===== config.mk =====
export PLATFORM = sky130hd
export DESIGN_NAME = sorted_array_set
export DESIGN_NICKNAME = d
export VERILOG_FILES = /design/src/sv/sas_pkg.sv /design/src/sv/sorted_array_set.sv /design/src/sv/sas_mem.sv /design/src/sv/sas_ctrl.sv
export SDC_FILE = /design/constraint.sdc
export NUM_CORES = 2
export LEC_CHECK = 0
export BUFFER_PORTS_ARGS = -buffer_cell sky130_fd_sc_hd__buf_2
export CELL_PAD_IN_SITES_DETAIL_PLACEMENT = 2
export CELL_PAD_IN_SITES_GLOBAL_PLACEMENT = 2
export CORE_UTILIZATION = 25
export CTS_BUF_LIST = sky130_fd_sc_hd__clkbuf_2
export DETAILED_ROUTE_END_ITERATION = 16
export GPL_TIMING_DRIVEN = 0
export PLACE_DENSITY_LB_ADDON = 0.1
export SYNTH_ARGS = -nofsm -noshare
export SYNTH_HDL_FRONTEND = slang
export SYNTH_SLANG_ARGS = --single-unit

===== constraint.sdc =====
create_clock -name clk -period 5.8 [get_ports clk]
set_input_delay 0.87 -clock clk [delete_from_list [all_inputs] [get_ports clk]]
set_output_delay 0.87 -clock clk [all_outputs]
set_load 0.02 [all_outputs]

===== src/sv/sas_pkg.sv =====
// Shared types and constants of the sorted set block.
// No dependencies; used by every module of the block and by its checker.
package sas_pkg;

    localparam int CAPACITY_DEF = 64;
    localparam int VALUE_W      = 32;
    localparam int OUT_CNT_W    = 7;

    typedef enum logic [1:0] {
        OP_INSERT = 2'd0,
        OP_DELETE = 2'd1,
        OP_QUERY  = 2'd2,
        OP_CLEAR  = 2'd3
    } kind_t;

    typedef struct packed {
        kind_t                     kind;
        logic signed [VALUE_W-1:0] value;
    } cmd_t;

    typedef struct packed {
        logic                 was_present;
        logic                 changed;
        logic [OUT_CNT_W-1:0] entry_count;
        logic                 is_empty;
        logic                 is_full;
    } res_t;

endpackage


===== src/sv/sorted_array_set.sv =====
// Sorted set of distinct signed 32-bit values: top level.
// Depends on sas_pkg, sas_ctrl and sas_mem.
//
// cmd channel (cmd_valid / cmd_stall / cmd) carries one operation and a value:
// insert, delete, membership query or clear. res channel (res_valid /
// res_stall / res) returns exactly one result per command: was_present,
// changed, entry_count, is_empty and is_full. A transfer happens at a rising
// edge with valid high and stall low.
// One command at a time; cmd_stall is low only while the sequencer idles.
// A clear goes straight to the result register; a query or delete on an empty
// set passes through the act state first, and an insert into one also through
// the put state. A linear search otherwise reads the entries in order, then an
// insert or delete shifts the later entries at one per cycle through the single
// read and write port pair; the sequencer returns to idle, ready for the next
// command, once the result register loads.
// rst_n clears the count and the sequencer; the element store has no reset
// and is only read below the count, so no clearing pass is needed.
// While res_stall is high the result in the output register is held, and
// the next finished result waits in the sequencer.
module sorted_array_set #(
    parameter int CAPACITY = sas_pkg::CAPACITY_DEF
) (
    input  logic          clk,
    input  logic          rst_n,
    input  logic          cmd_valid,
    output logic          cmd_stall,
    input  sas_pkg::cmd_t cmd,
    output logic          res_valid,
    input  logic          res_stall,
    output sas_pkg::res_t res
);

    localparam int CNT_W  = $clog2(CAPACITY + 1);
    localparam int ADDR_W = (CAPACITY > 1) ? $clog2(CAPACITY) : 1;

    logic                          done_valid;
    logic                          done_take;
    sas_pkg::res_t                 done;
    logic                          wr_en;
    logic [ADDR_W-1:0]             wr_addr;
    logic [sas_pkg::VALUE_W-1:0]   wr_data;
    logic                          rd_en;
    logic [ADDR_W-1:0]             rd_addr;
    logic [sas_pkg::VALUE_W-1:0]   rd_data;

    logic                          res_valid_reg, res_valid_next;
    sas_pkg::res_t                 res_reg;

    sas_ctrl #(
        .CAPACITY (CAPACITY),
        .CNT_W    (CNT_W),
        .ADDR_W   (ADDR_W)
    ) u_ctrl (
        .clk        (clk),
        .rst_n      (rst_n),
        .cmd_valid  (cmd_valid),
        .cmd_stall  (cmd_stall),
        .cmd        (cmd),
        .done_valid (done_valid),
        .done_take  (done_take),
        .done       (done),
        .wr_en      (wr_en),
        .wr_addr    (wr_addr),
        .wr_data    (wr_data),
        .rd_en      (rd_en),
        .rd_addr    (rd_addr),
        .rd_data    (rd_data)
    );

    sas_mem #(
        .DEPTH  (CAPACITY),
        .ADDR_W (ADDR_W)
    ) u_mem (
        .clk     (clk),
        .wr_en   (wr_en),
        .wr_addr (wr_addr),
        .wr_data (wr_data),
        .rd_en   (rd_en),
        .rd_addr (rd_addr),
        .rd_data (rd_data)
    );

    // Take a finished result whenever the output register is free or
    // is being emptied this cycle.
    assign done_take = !res_valid_reg || !res_stall;

    always_comb
    begin
        res_valid_next = res_valid_reg;
        if (done_valid && done_take)
        begin
            res_valid_next = 1'b1;
        end
        else if (!res_stall)
        begin
            res_valid_next = 1'b0;
        end
    end

    always_ff @(posedge clk or negedge rst_n)
    begin
        if (!rst_n)
        begin
            res_valid_reg <= 1'b0;
        end
        else
        begin
            res_valid_reg <= res_valid_next;
        end
    end

    // Hold the payload unless a new result is loaded.
    always_ff @(posedge clk)
    begin
        if (done_valid && done_take)
        begin
            res_reg <= done;
        end
    end

    assign res_valid = res_valid_reg;
    assign res       = res_reg;

endmodule


===== src/sv/sas_mem.sv =====
// Element store of the sorted set: one write port, one registered read port.
// Depends on sas_pkg for the element width.
module sas_mem #(
    parameter int DEPTH  = sas_pkg::CAPACITY_DEF,
    parameter int ADDR_W = (DEPTH > 1) ? $clog2(DEPTH) : 1
) (
    input  logic                          clk,
    input  logic                          wr_en,
    input  logic [ADDR_W-1:0]             wr_addr,
    input  logic [sas_pkg::VALUE_W-1:0]   wr_data,
    input  logic                          rd_en,
    input  logic [ADDR_W-1:0]             rd_addr,
    output logic [sas_pkg::VALUE_W-1:0]   rd_data
);

    logic [sas_pkg::VALUE_W-1:0] mem_reg [DEPTH];
    logic [sas_pkg::VALUE_W-1:0] rd_data_reg;

    always_ff @(posedge clk)
    begin
        if (wr_en)
        begin
            mem_reg[wr_addr] <= wr_data;
        end
    end

    always_ff @(posedge clk)
    begin
        if (rd_en)
        begin
            rd_data_reg <= mem_reg[rd_addr];
        end
    end

    assign rd_data = rd_data_reg;

endmodule


===== src/sv/sas_ctrl.sv =====
// Sequencer of the sorted set: linear search through one comparator, then
// shift entries one per cycle. Depends on sas_pkg; drives the sas_mem ports.
module sas_ctrl #(
    parameter int CAPACITY = sas_pkg::CAPACITY_DEF,
    parameter int CNT_W    = $clog2(CAPACITY + 1),
    parameter int ADDR_W   = (CAPACITY > 1) ? $clog2(CAPACITY) : 1
) (
    input  logic                          clk,
    input  logic                          rst_n,
    input  logic                          cmd_valid,
    output logic                          cmd_stall,
    input  sas_pkg::cmd_t                 cmd,
    output logic                          done_valid,
    input  logic                          done_take,
    output sas_pkg::res_t                 done,
    output logic                          wr_en,
    output logic [ADDR_W-1:0]             wr_addr,
    output logic [sas_pkg::VALUE_W-1:0]   wr_data,
    output logic                          rd_en,
    output logic [ADDR_W-1:0]             rd_addr,
    input  logic [sas_pkg::VALUE_W-1:0]   rd_data
);

    typedef enum logic [6:0] {
        ST_IDLE = 7'b0000001,
        ST_SRCH = 7'b0000010,
        ST_ACT  = 7'b0000100,
        ST_SHUP = 7'b0001000,
        ST_PUT  = 7'b0010000,
        ST_SHDN = 7'b0100000,
        ST_DONE = 7'b1000000
    } state_t;

    localparam logic [CNT_W-1:0] ONE = CNT_W'(1);
    localparam logic [CNT_W-1:0] CAP = CNT_W'(CAPACITY);

    state_t                            state_reg, state_next;
    sas_pkg::kind_t                    kind_reg, kind_next;
    logic signed [sas_pkg::VALUE_W-1:0] value_reg, value_next;
    logic [CNT_W-1:0]                  idx_reg, idx_next;
    logic [CNT_W-1:0]                  pos_reg, pos_next;
    logic [CNT_W-1:0]                  count_reg, count_next;
    logic                              present_reg, present_next;
    logic                              was_reg, was_next;
    logic                              chg_reg, chg_next;

    logic [CNT_W-1:0]                  rd_idx, wr_idx;
    logic                              lt;
    logic [CNT_W+sas_pkg::OUT_CNT_W-1:0] count_wide;

    // The one shared comparator: stored entry against the operand.
    assign lt = $signed(rd_data) < value_reg;

    assign rd_addr = rd_idx[ADDR_W-1:0];
    assign wr_addr = wr_idx[ADDR_W-1:0];

    always_comb
    begin
        state_next   = state_reg;
        kind_next    = kind_reg;
        value_next   = value_reg;
        idx_next     = idx_reg;
        pos_next     = pos_reg;
        count_next   = count_reg;
        present_next = present_reg;
        was_next     = was_reg;
        chg_next     = chg_reg;
        rd_en        = 1'b0;
        rd_idx       = idx_reg;
        wr_en        = 1'b0;
        wr_idx       = idx_reg;
        wr_data      = rd_data;
        cmd_stall    = 1'b1;
        done_valid   = 1'b0;

        case (state_reg)
            ST_IDLE:
            begin
                cmd_stall = 1'b0;
                if (cmd_valid)
                begin
                    kind_next  = cmd.kind;
                    value_next = cmd.value;
                    was_next   = 1'b0;
                    chg_next   = 1'b0;
                    if (cmd.kind == sas_pkg::OP_CLEAR)
                    begin
                        chg_next   = (count_reg != '0);
                        count_next = '0;
                        state_next = ST_DONE;
                    end
                    else if (count_reg == '0)
                    begin
                        pos_next     = '0;
                        present_next = 1'b0;
                        state_next   = ST_ACT;
                    end
                    else
                    begin
                        rd_en      = 1'b1;
                        rd_idx     = '0;
                        idx_next   = '0;
                        state_next = ST_SRCH;
                    end
                end
            end
            ST_SRCH:
            begin
                // rd_data holds entry idx_reg
                if (lt)
                begin
                    if (idx_reg + ONE == count_reg)
                    begin
                        pos_next     = count_reg;
                        present_next = 1'b0;
                        state_next   = ST_ACT;
                    end
                    else
                    begin
                        rd_en    = 1'b1;
                        rd_idx   = idx_reg + ONE;
                        idx_next = idx_reg + ONE;
                    end
                end
                else
                begin
                    pos_next     = idx_reg;
                    present_next = (rd_data == value_reg);
                    state_next   = ST_ACT;
                end
            end
            ST_ACT:
            begin
                was_next   = present_reg;
                state_next = ST_DONE;
                case (kind_reg)
                    sas_pkg::OP_INSERT:
                    begin
                        if (!present_reg && count_reg != CAP)
                        begin
                            chg_next = 1'b1;
                            if (pos_reg == count_reg)
                            begin
                                state_next = ST_PUT;
                            end
                            else
                            begin
                                rd_en      = 1'b1;
                                rd_idx     = count_reg - ONE;
                                idx_next   = count_reg - ONE;
                                state_next = ST_SHUP;
                            end
                        end
                    end
                    sas_pkg::OP_DELETE:
                    begin
                        if (present_reg)
                        begin
                            chg_next = 1'b1;
                            if (pos_reg + ONE == count_reg)
                            begin
                                count_next = count_reg - ONE;
                            end
                            else
                            begin
                                rd_en      = 1'b1;
                                rd_idx     = pos_reg + ONE;
                                idx_next   = pos_reg + ONE;
                                state_next = ST_SHDN;
                            end
                        end
                    end
                    default:
                    begin
                        state_next = ST_DONE;
                    end
                endcase
            end
            ST_SHUP:
            begin
                // move entry idx up one slot, fetch the one below
                wr_en  = 1'b1;
                wr_idx = idx_reg + ONE;
                if (idx_reg == pos_reg)
                begin
                    state_next = ST_PUT;
                end
                else
                begin
                    rd_en    = 1'b1;
                    rd_idx   = idx_reg - ONE;
                    idx_next = idx_reg - ONE;
                end
            end
            ST_PUT:
            begin
                wr_en      = 1'b1;
                wr_idx     = pos_reg;
                wr_data    = value_reg;
                count_next = count_reg + ONE;
                state_next = ST_DONE;
            end
            ST_SHDN:
            begin
                // move entry idx down one slot, fetch the one above
                wr_en  = 1'b1;
                wr_idx = idx_reg - ONE;
                if (idx_reg + ONE == count_reg)
                begin
                    count_next = count_reg - ONE;
                    state_next = ST_DONE;
                end
                else
                begin
                    rd_en    = 1'b1;
                    rd_idx   = idx_reg + ONE;
                    idx_next = idx_reg + ONE;
                end
            end
            ST_DONE:
            begin
                done_valid = 1'b1;
                if (done_take)
                begin
                    state_next = ST_IDLE;
                end
            end
            default:
            begin
                state_next = ST_IDLE;
            end
        endcase
    end

    assign count_wide       = (CNT_W + sas_pkg::OUT_CNT_W)'(count_reg);
    assign done.was_present = was_reg;
    assign done.changed     = chg_reg;
    assign done.entry_count = count_wide[sas_pkg::OUT_CNT_W-1:0];
    assign done.is_empty    = (count_reg == '0);
    assign done.is_full     = (count_reg == CAP);

    always_ff @(posedge clk or negedge rst_n)
    begin
        if (!rst_n)
        begin
            state_reg <= ST_IDLE;
            count_reg <= '0;
        end
        else
        begin
            state_reg <= state_next;
            count_reg <= count_next;
        end
    end

    always_ff @(posedge clk)
    begin
        kind_reg    <= kind_next;
        value_reg   <= value_next;
        idx_reg     <= idx_next;
        pos_reg     <= pos_next;
        present_reg <= present_next;
        was_reg     <= was_next;
        chg_reg     <= chg_next;
    end

endmodule


Yosys cells after proc, flatten, opt, wreduce, memory -nomap -nowiden
Memories as Yosys holds them, arrays and structs flattened. A register that Yosys moved wholly into a read port is not among the register bits. Index checks and enable logic that the tools add are counted.

Bits in registers: 77. RAM bits: 2048. Input port bits: 38. Output and inout port bits: 13. Word-level logic and storage cells: 154. Memories: 1.

Add/subtract/negate cells: 5. $lt $le $gt $ge: 1. Equality and inequality tests: 36. Muxes and demuxes: 74. Reduce and logical (&&, ||, !) cells: 21.

Memory list: u_mem.mem_reg (depth 64, bits a word 32, read ports 1, clocked after memory_dff 1, write ports 1, RTL line sas_mem.sv:16) `logic [sas_pkg::VALUE_W-1:0] mem_reg [DEPTH];`.

Operator list (count): 7-bit 2-to-1 mux (31); 7-bit case mux with 7 select lines (1); 7-bit case mux with 2 select lines (3); 7-bit case mux with 5 select lines (1); 32-bit == test (1); 32-bit less-than comparator (1); 32-bit 2-to-1 mux (1); 7-bit == test (4); 7-bit case mux with 4 select lines (1); 1-bit 2-to-1 mux (27); 7-bit by 1-bit adder with 7-bit output (second input constant) (3); 6-bit case mux with 3 select lines (1); 2-bit by 1-bit != test with 1-bit output (second input constant) (8); 5-bit AND reduction (3); 7-bit == test (second input constant) (2); 7-bit by 1-bit subtractor with 7-bit output (second input constant) (2); 2-bit != test (second input constant) (6); 11-bit AND reduction (1); 1-bit case mux with 2 select lines (5); 3-bit by 2-bit != test with 1-bit output (second input constant) (3); 3-bit != test (second input constant) (3); 7-bit by 1-bit == test with 1-bit output (second input constant) (1); 7-bit by 2-bit == test with 1-bit output (second input constant) (1); 7-bit by 3-bit == test with 1-bit output (second input constant) (1); other kinds (21) (26).

Longest topological paths before layout
Depth after elaboration: 6. Depth in mapped cells: 21.

Modules after synthesis
A second synthesis with hierarchy kept.

Cells, all modules: 4129. Area, all modules: 85021.5 µm².

By module, submodules not included: sas_mem (instances 1, cells an instance 3511, area each 79359.9 µm²); sas_ctrl (instances 1, cells an instance 603, area each 5283.8 µm²); sorted_array_set (instances 1, cells an instance 15, area each 377.9 µm²).

Worst setup path before layout
No wires, ideal clock.

Path kind: reg2reg. Start: reg u_ctrl.state_reg[5]. End: mem u_mem.mem_reg[0][31] in the netlist's numbering (data pin). Setup time: 702 ps. Arrival: 4559 ps. Data required time: 5098 ps. Path slack: 539 ps. Stages on the path, launching flop included: 9. Buffers on the path: 4. Clock period less this slack: 5261 ps. Cell sequence: dfrtp_1 > buf_2 > nor3_1 > nand2b_1 > or4b_2 > clkbuf_1 > clkbuf_1 > clkbuf_1 > o21ai_0.

Cells in the longest elaborated chain, start to end: 2.

Ends and longest elaborated chain: from (decl) (RTL line sas_ctrl.sv:37) `state_t state_reg, state_next;`; from (signal assigned) (RTL line sas_ctrl.sv:251) `state_reg <= state_next;`; 7-bit by 5-bit == test with 1-bit output (RTL line sas_ctrl.sv:76) `case (state_reg)`; 32-bit 2-to-1 mux (RTL line sas_ctrl.sv:76); via u_ctrl.wr_data, one bit (RTL line sas_ctrl.sv:18) `output logic [sas_pkg::VALUE_W-1:0] wr_data,`; to (decl) (RTL line sas_mem.sv:16).

The timed path passes the listed nets, and every way through them passes these cells.

Final worst setup path
Start: reg u_ctrl.value_reg[25] in the netlist's numbering. End: reg u_mem.rd_data_reg (netlist bit u_mem.rd_data[5]), read port of u_mem.mem_reg (data pin).

Cells in the longest elaborated chain, start to end: 3.

Ends and longest elaborated chain: from (decl) (RTL line sas_ctrl.sv:39) `logic signed [sas_pkg::VALUE_W-1:0] value_reg, value_next;`; from (signal assigned) (RTL line sas_ctrl.sv:259) `value_reg <= value_next;`; 32-bit less-than comparator (*) (RTL line sas_ctrl.sv:52) `assign lt = $signed(rd_data) < value_reg;`; 7-bit 2-to-1 mux or 1-bit 2-to-1 mux (tied branches) (RTL line sas_ctrl.sv:110) `if (lt)`; 7-bit case mux with 5 select lines or 1-bit case mux with 5 select lines (tied branches) (RTL line sas_ctrl.sv:76); to (decl) (RTL line sas_mem.sv:17) `logic [sas_pkg::VALUE_W-1:0] rd_data_reg;`.

Every way passes the cells marked *; elsewhere a longest branch is shown, timed or not. The select of a mux whose other input is x is not followed. A chain may end at the register's enable or synchronous reset.

==> impl_metrics.env <==
export IMPL_drc_errors=0
export IMPL_ant_nets=0
export IMPL_clock_latency_ns=2.19
export IMPL_core_area_um2=352000
export IMPL_syn_avg_cell_area_um2=13.8
export IMPL_hold_viol=0
export IMPL_path_class="reg -> reg"
export IMPL_routed_wl_um=520000
export IMPL_critPathRequiredTime_ns=7.75
export IMPL_h_tree_depth=6
export IMPL_final_nets=7529
export IMPL_synth_net_count=6483
export IMPL_top_layer_used="met5"
export IMPL_synth_flop_cell="edfxtp_1"
export IMPL_drt_iter0_drc=7587
export IMPL_status="finished, violations left"
export IMPL_rows=218
export IMPL_die_area_um2=356000
export IMPL_antenna_found_initial=97
export IMPL_synth_adder_area_share=0.00537
export IMPL_ios=51
export IMPL_grt_pass1_vias=69193
export IMPL_hpwl_um=382000
export IMPL_hp_class="in -> reg"
export IMPL_final_cell_mix="edfxtp_1, nand2_1, clkbuf_2, nand3_1, and3_1"
export IMPL_synth_simple_gate_area_frac=0.120
export IMPL_slew_headroom=0.0594
export IMPL_multi_input_area_um2=24500
export IMPL_grt_usage=0.285
export IMPL_path_clk_slew_ns=0.10
export IMPL_finalClockSkew_ns=0.165
export IMPL_worstMarginPinSlew_ns=1.41
export IMPL_placed_area_um2=100000
export IMPL_crit_path_start_kind="flip-flop"
export IMPL_design_area_um2=111000
export IMPL_yosysWarnings=0
export IMPL_die_y_um=597
export IMPL_met1_length_um=223000
export IMPL_port_buffers=50
export IMPL_violations="setup timing"
export IMPL_dr_total_vias=68065
export IMPL_largest_reg_flops=2048
export IMPL_cts_tree="yes"
export IMPL_arrival_ns=7.78
export IMPL_die_w_um=597
export IMPL_rsz0062_at_grt="true"
export IMPL_ys_seq_area_frac=0.730
export IMPL_async_reset_ff_frac=0.00695
export IMPL_synthCells=6407
export IMPL_syn_to_final_growth_pct=25.2
export IMPL_ys_ff_latch=2157
export IMPL_slew_viol_final=0
export IMPL_rrSetupSlack_ns=-0.03
export IMPL_synth_area_mux_share=0.0207
export IMPL_cts_buffers=633
export IMPL_wire_per_inst_um=41.0
export IMPL_synth_edf_count=2136
export IMPL_seqCellArea_um2=64600
export IMPL_clockBufferDepth=4
export IMPL_netlist_area_um2=88500
export IMPL_viasPerCell=5.38
export IMPL_grt_pass1_wl_um=672000
export IMPL_initial_core_util=0.251
export IMPL_pre_cts_ws_ns=-3.45
export IMPL_gp_congestion=0.880
export IMPL_grt_start_max_net_pins=37
export IMPL_fillerInstances=36968
export IMPL_cp_max_fo=10
export IMPL_final_period_utilization=1.01
export IMPL_fmax_ghz=0.171
export IMPL_maxCapViolCount=0
export IMPL_timing_final_crit_period_ns=5.83
export IMPL_layout_commonest_cell="edfxtp_1"
export IMPL_clock_sinks=2157
export IMPL_synth_cell_types=97
export IMPL_dr_pass1_iters=7
export IMPL_wl_met3_um=34100
export IMPL_drive_above_1_share=0.274
export IMPL_finalSetupViolCount=3
export IMPL_whs_ns=0.300
export IMPL_cts_root_buffer_cell="clkbuf_2"
export IMPL_synth_top_family_by_area="simple AND/OR/NAND/NOR gates"
export IMPL_synth_xor_area_frac=0.00424
export IMPL_cp_end_kind="flip-flop"
export IMPL_synth_compound_area_frac=0.0913
export IMPL_dr_wl_met2_um=237000
export IMPL_gr_total_overflow=0
export IMPL_layout_setup_ws_ns=-0.0338
==> area by class of cell <==
class | count | area share
Antenna cell | 43 | 0.000971
Buffer | 472 | 0.0314
Clock buffer | 920 | 0.0415
Clock inverter | 150 | 0.00944
Inverter | 54 | 0.00190
Multi-Input combinational cell | 3721 | 0.221
Sequential cell | 2157 | 0.583
Tap cell | 4730 | 0.0534
Timing Repair Buffer | 414 | 0.0574
==> synth_stat cells (40+ instances only) <==
library cell / number / area [um^2]
and3_1: 185 / 1160
nor2_1: 110 / 413
nand3_1: 460 / 2300
a21oi_1: 131 / 656
a221oi_1: 158 / 1380
mux2i_1: 181 / 1810
edfxtp_1: 2136 / 64100
nand2_1: 1458 / 5470
a31oi_1: 87 / 544
clkbuf_1: 168 / 631
a311oi_1: 255 / 2230
buf_2: 231 / 1160
o22ai_1: 58 / 363
buf_4: 40 / 300
o21ai_0: 125 / 626
inv_1: 50 / 188
o221a_2: 41 / 462
nor3_1: 56 / 280
==> critical path: stages (launching register included) <==
cell and delay [ns]:
edfxtp_1 0.41, clkinvlp_4 0.23, ha_1 0.36, a21oi_1 0.16, o21ai_0 0.16, a2111oi_2 0.43, nor3_1 0.09, o21ba_2 0.39
clkbuf_4 0.28, o21a_2 0.28, o311a_4 0.42, buf_4 0.30, buf_4 0.34, buf_6 0.33, o21ai_1 0.25, a311oi_2 0.62
o221a_2 0.45
==> cell families after synthesis <==
group,Yosys count
xor+xnor,42
flops,2157
compound gates,1055
mux,183
simple gates,2403
fa+ha+maj,38
buf+inv,529
==> final timing paths <==
kind                                                 from                               to  cells past startpoint
setup reg to reg           u_ctrl.value_reg[25]$_DFFE_PP_       u_mem.rd_data[5]$_DFFE_PP_                     16
hold / removal                                  cmd_valid     u_ctrl.was_reg$_SDFFCE_PN0P_                      5
setup / recovery           u_ctrl.value_reg[25]$_DFFE_PP_       u_mem.rd_data[5]$_DFFE_PP_                     16
max in group asynchronous                           rst_n  u_ctrl.count_reg[1]$_DFFE_PN0P_                      4
hold reg to reg              u_ctrl.was_reg$_SDFFCE_PN0P_                res[10]$_DFFE_PP_                      0
min in group asynchronous                           rst_n  u_ctrl.count_reg[1]$_DFFE_PN0P_                      4
==> layer usage <==
metal,vias up,global-route usage
li1,27153,-
met1,37013,0.384
met2,3014,0.454
met3,867,0.0449
met4,18,0.125
met5,-,0
==> what timing repair did <==
action                     4_1_cts  5_1_grt
gates resized for setup        743      135
setup buffers                   18       10
setup endpoints to repair       33       40
cloned                           0        0
pin swaps                       45       28
hold endpoints to repair       152        0
hold buffers                   112        0
==> metrics by stage <==
step	setup TNS [ns]	util	instances
2_1_floorplan	0	-	6407
3_3_place_gp	-	0.269	11187
3_5_place_dp	-80.42	0.285	11411
4_1_cts	-0.392	0.313	12609
5_1_grt	-0.0657	0.314	12622
6_report	-0.0452	0.315	12661
Power is not shown: default switching activity piles up to over one toggle a cycle in this logic, so the estimate is an artifact.
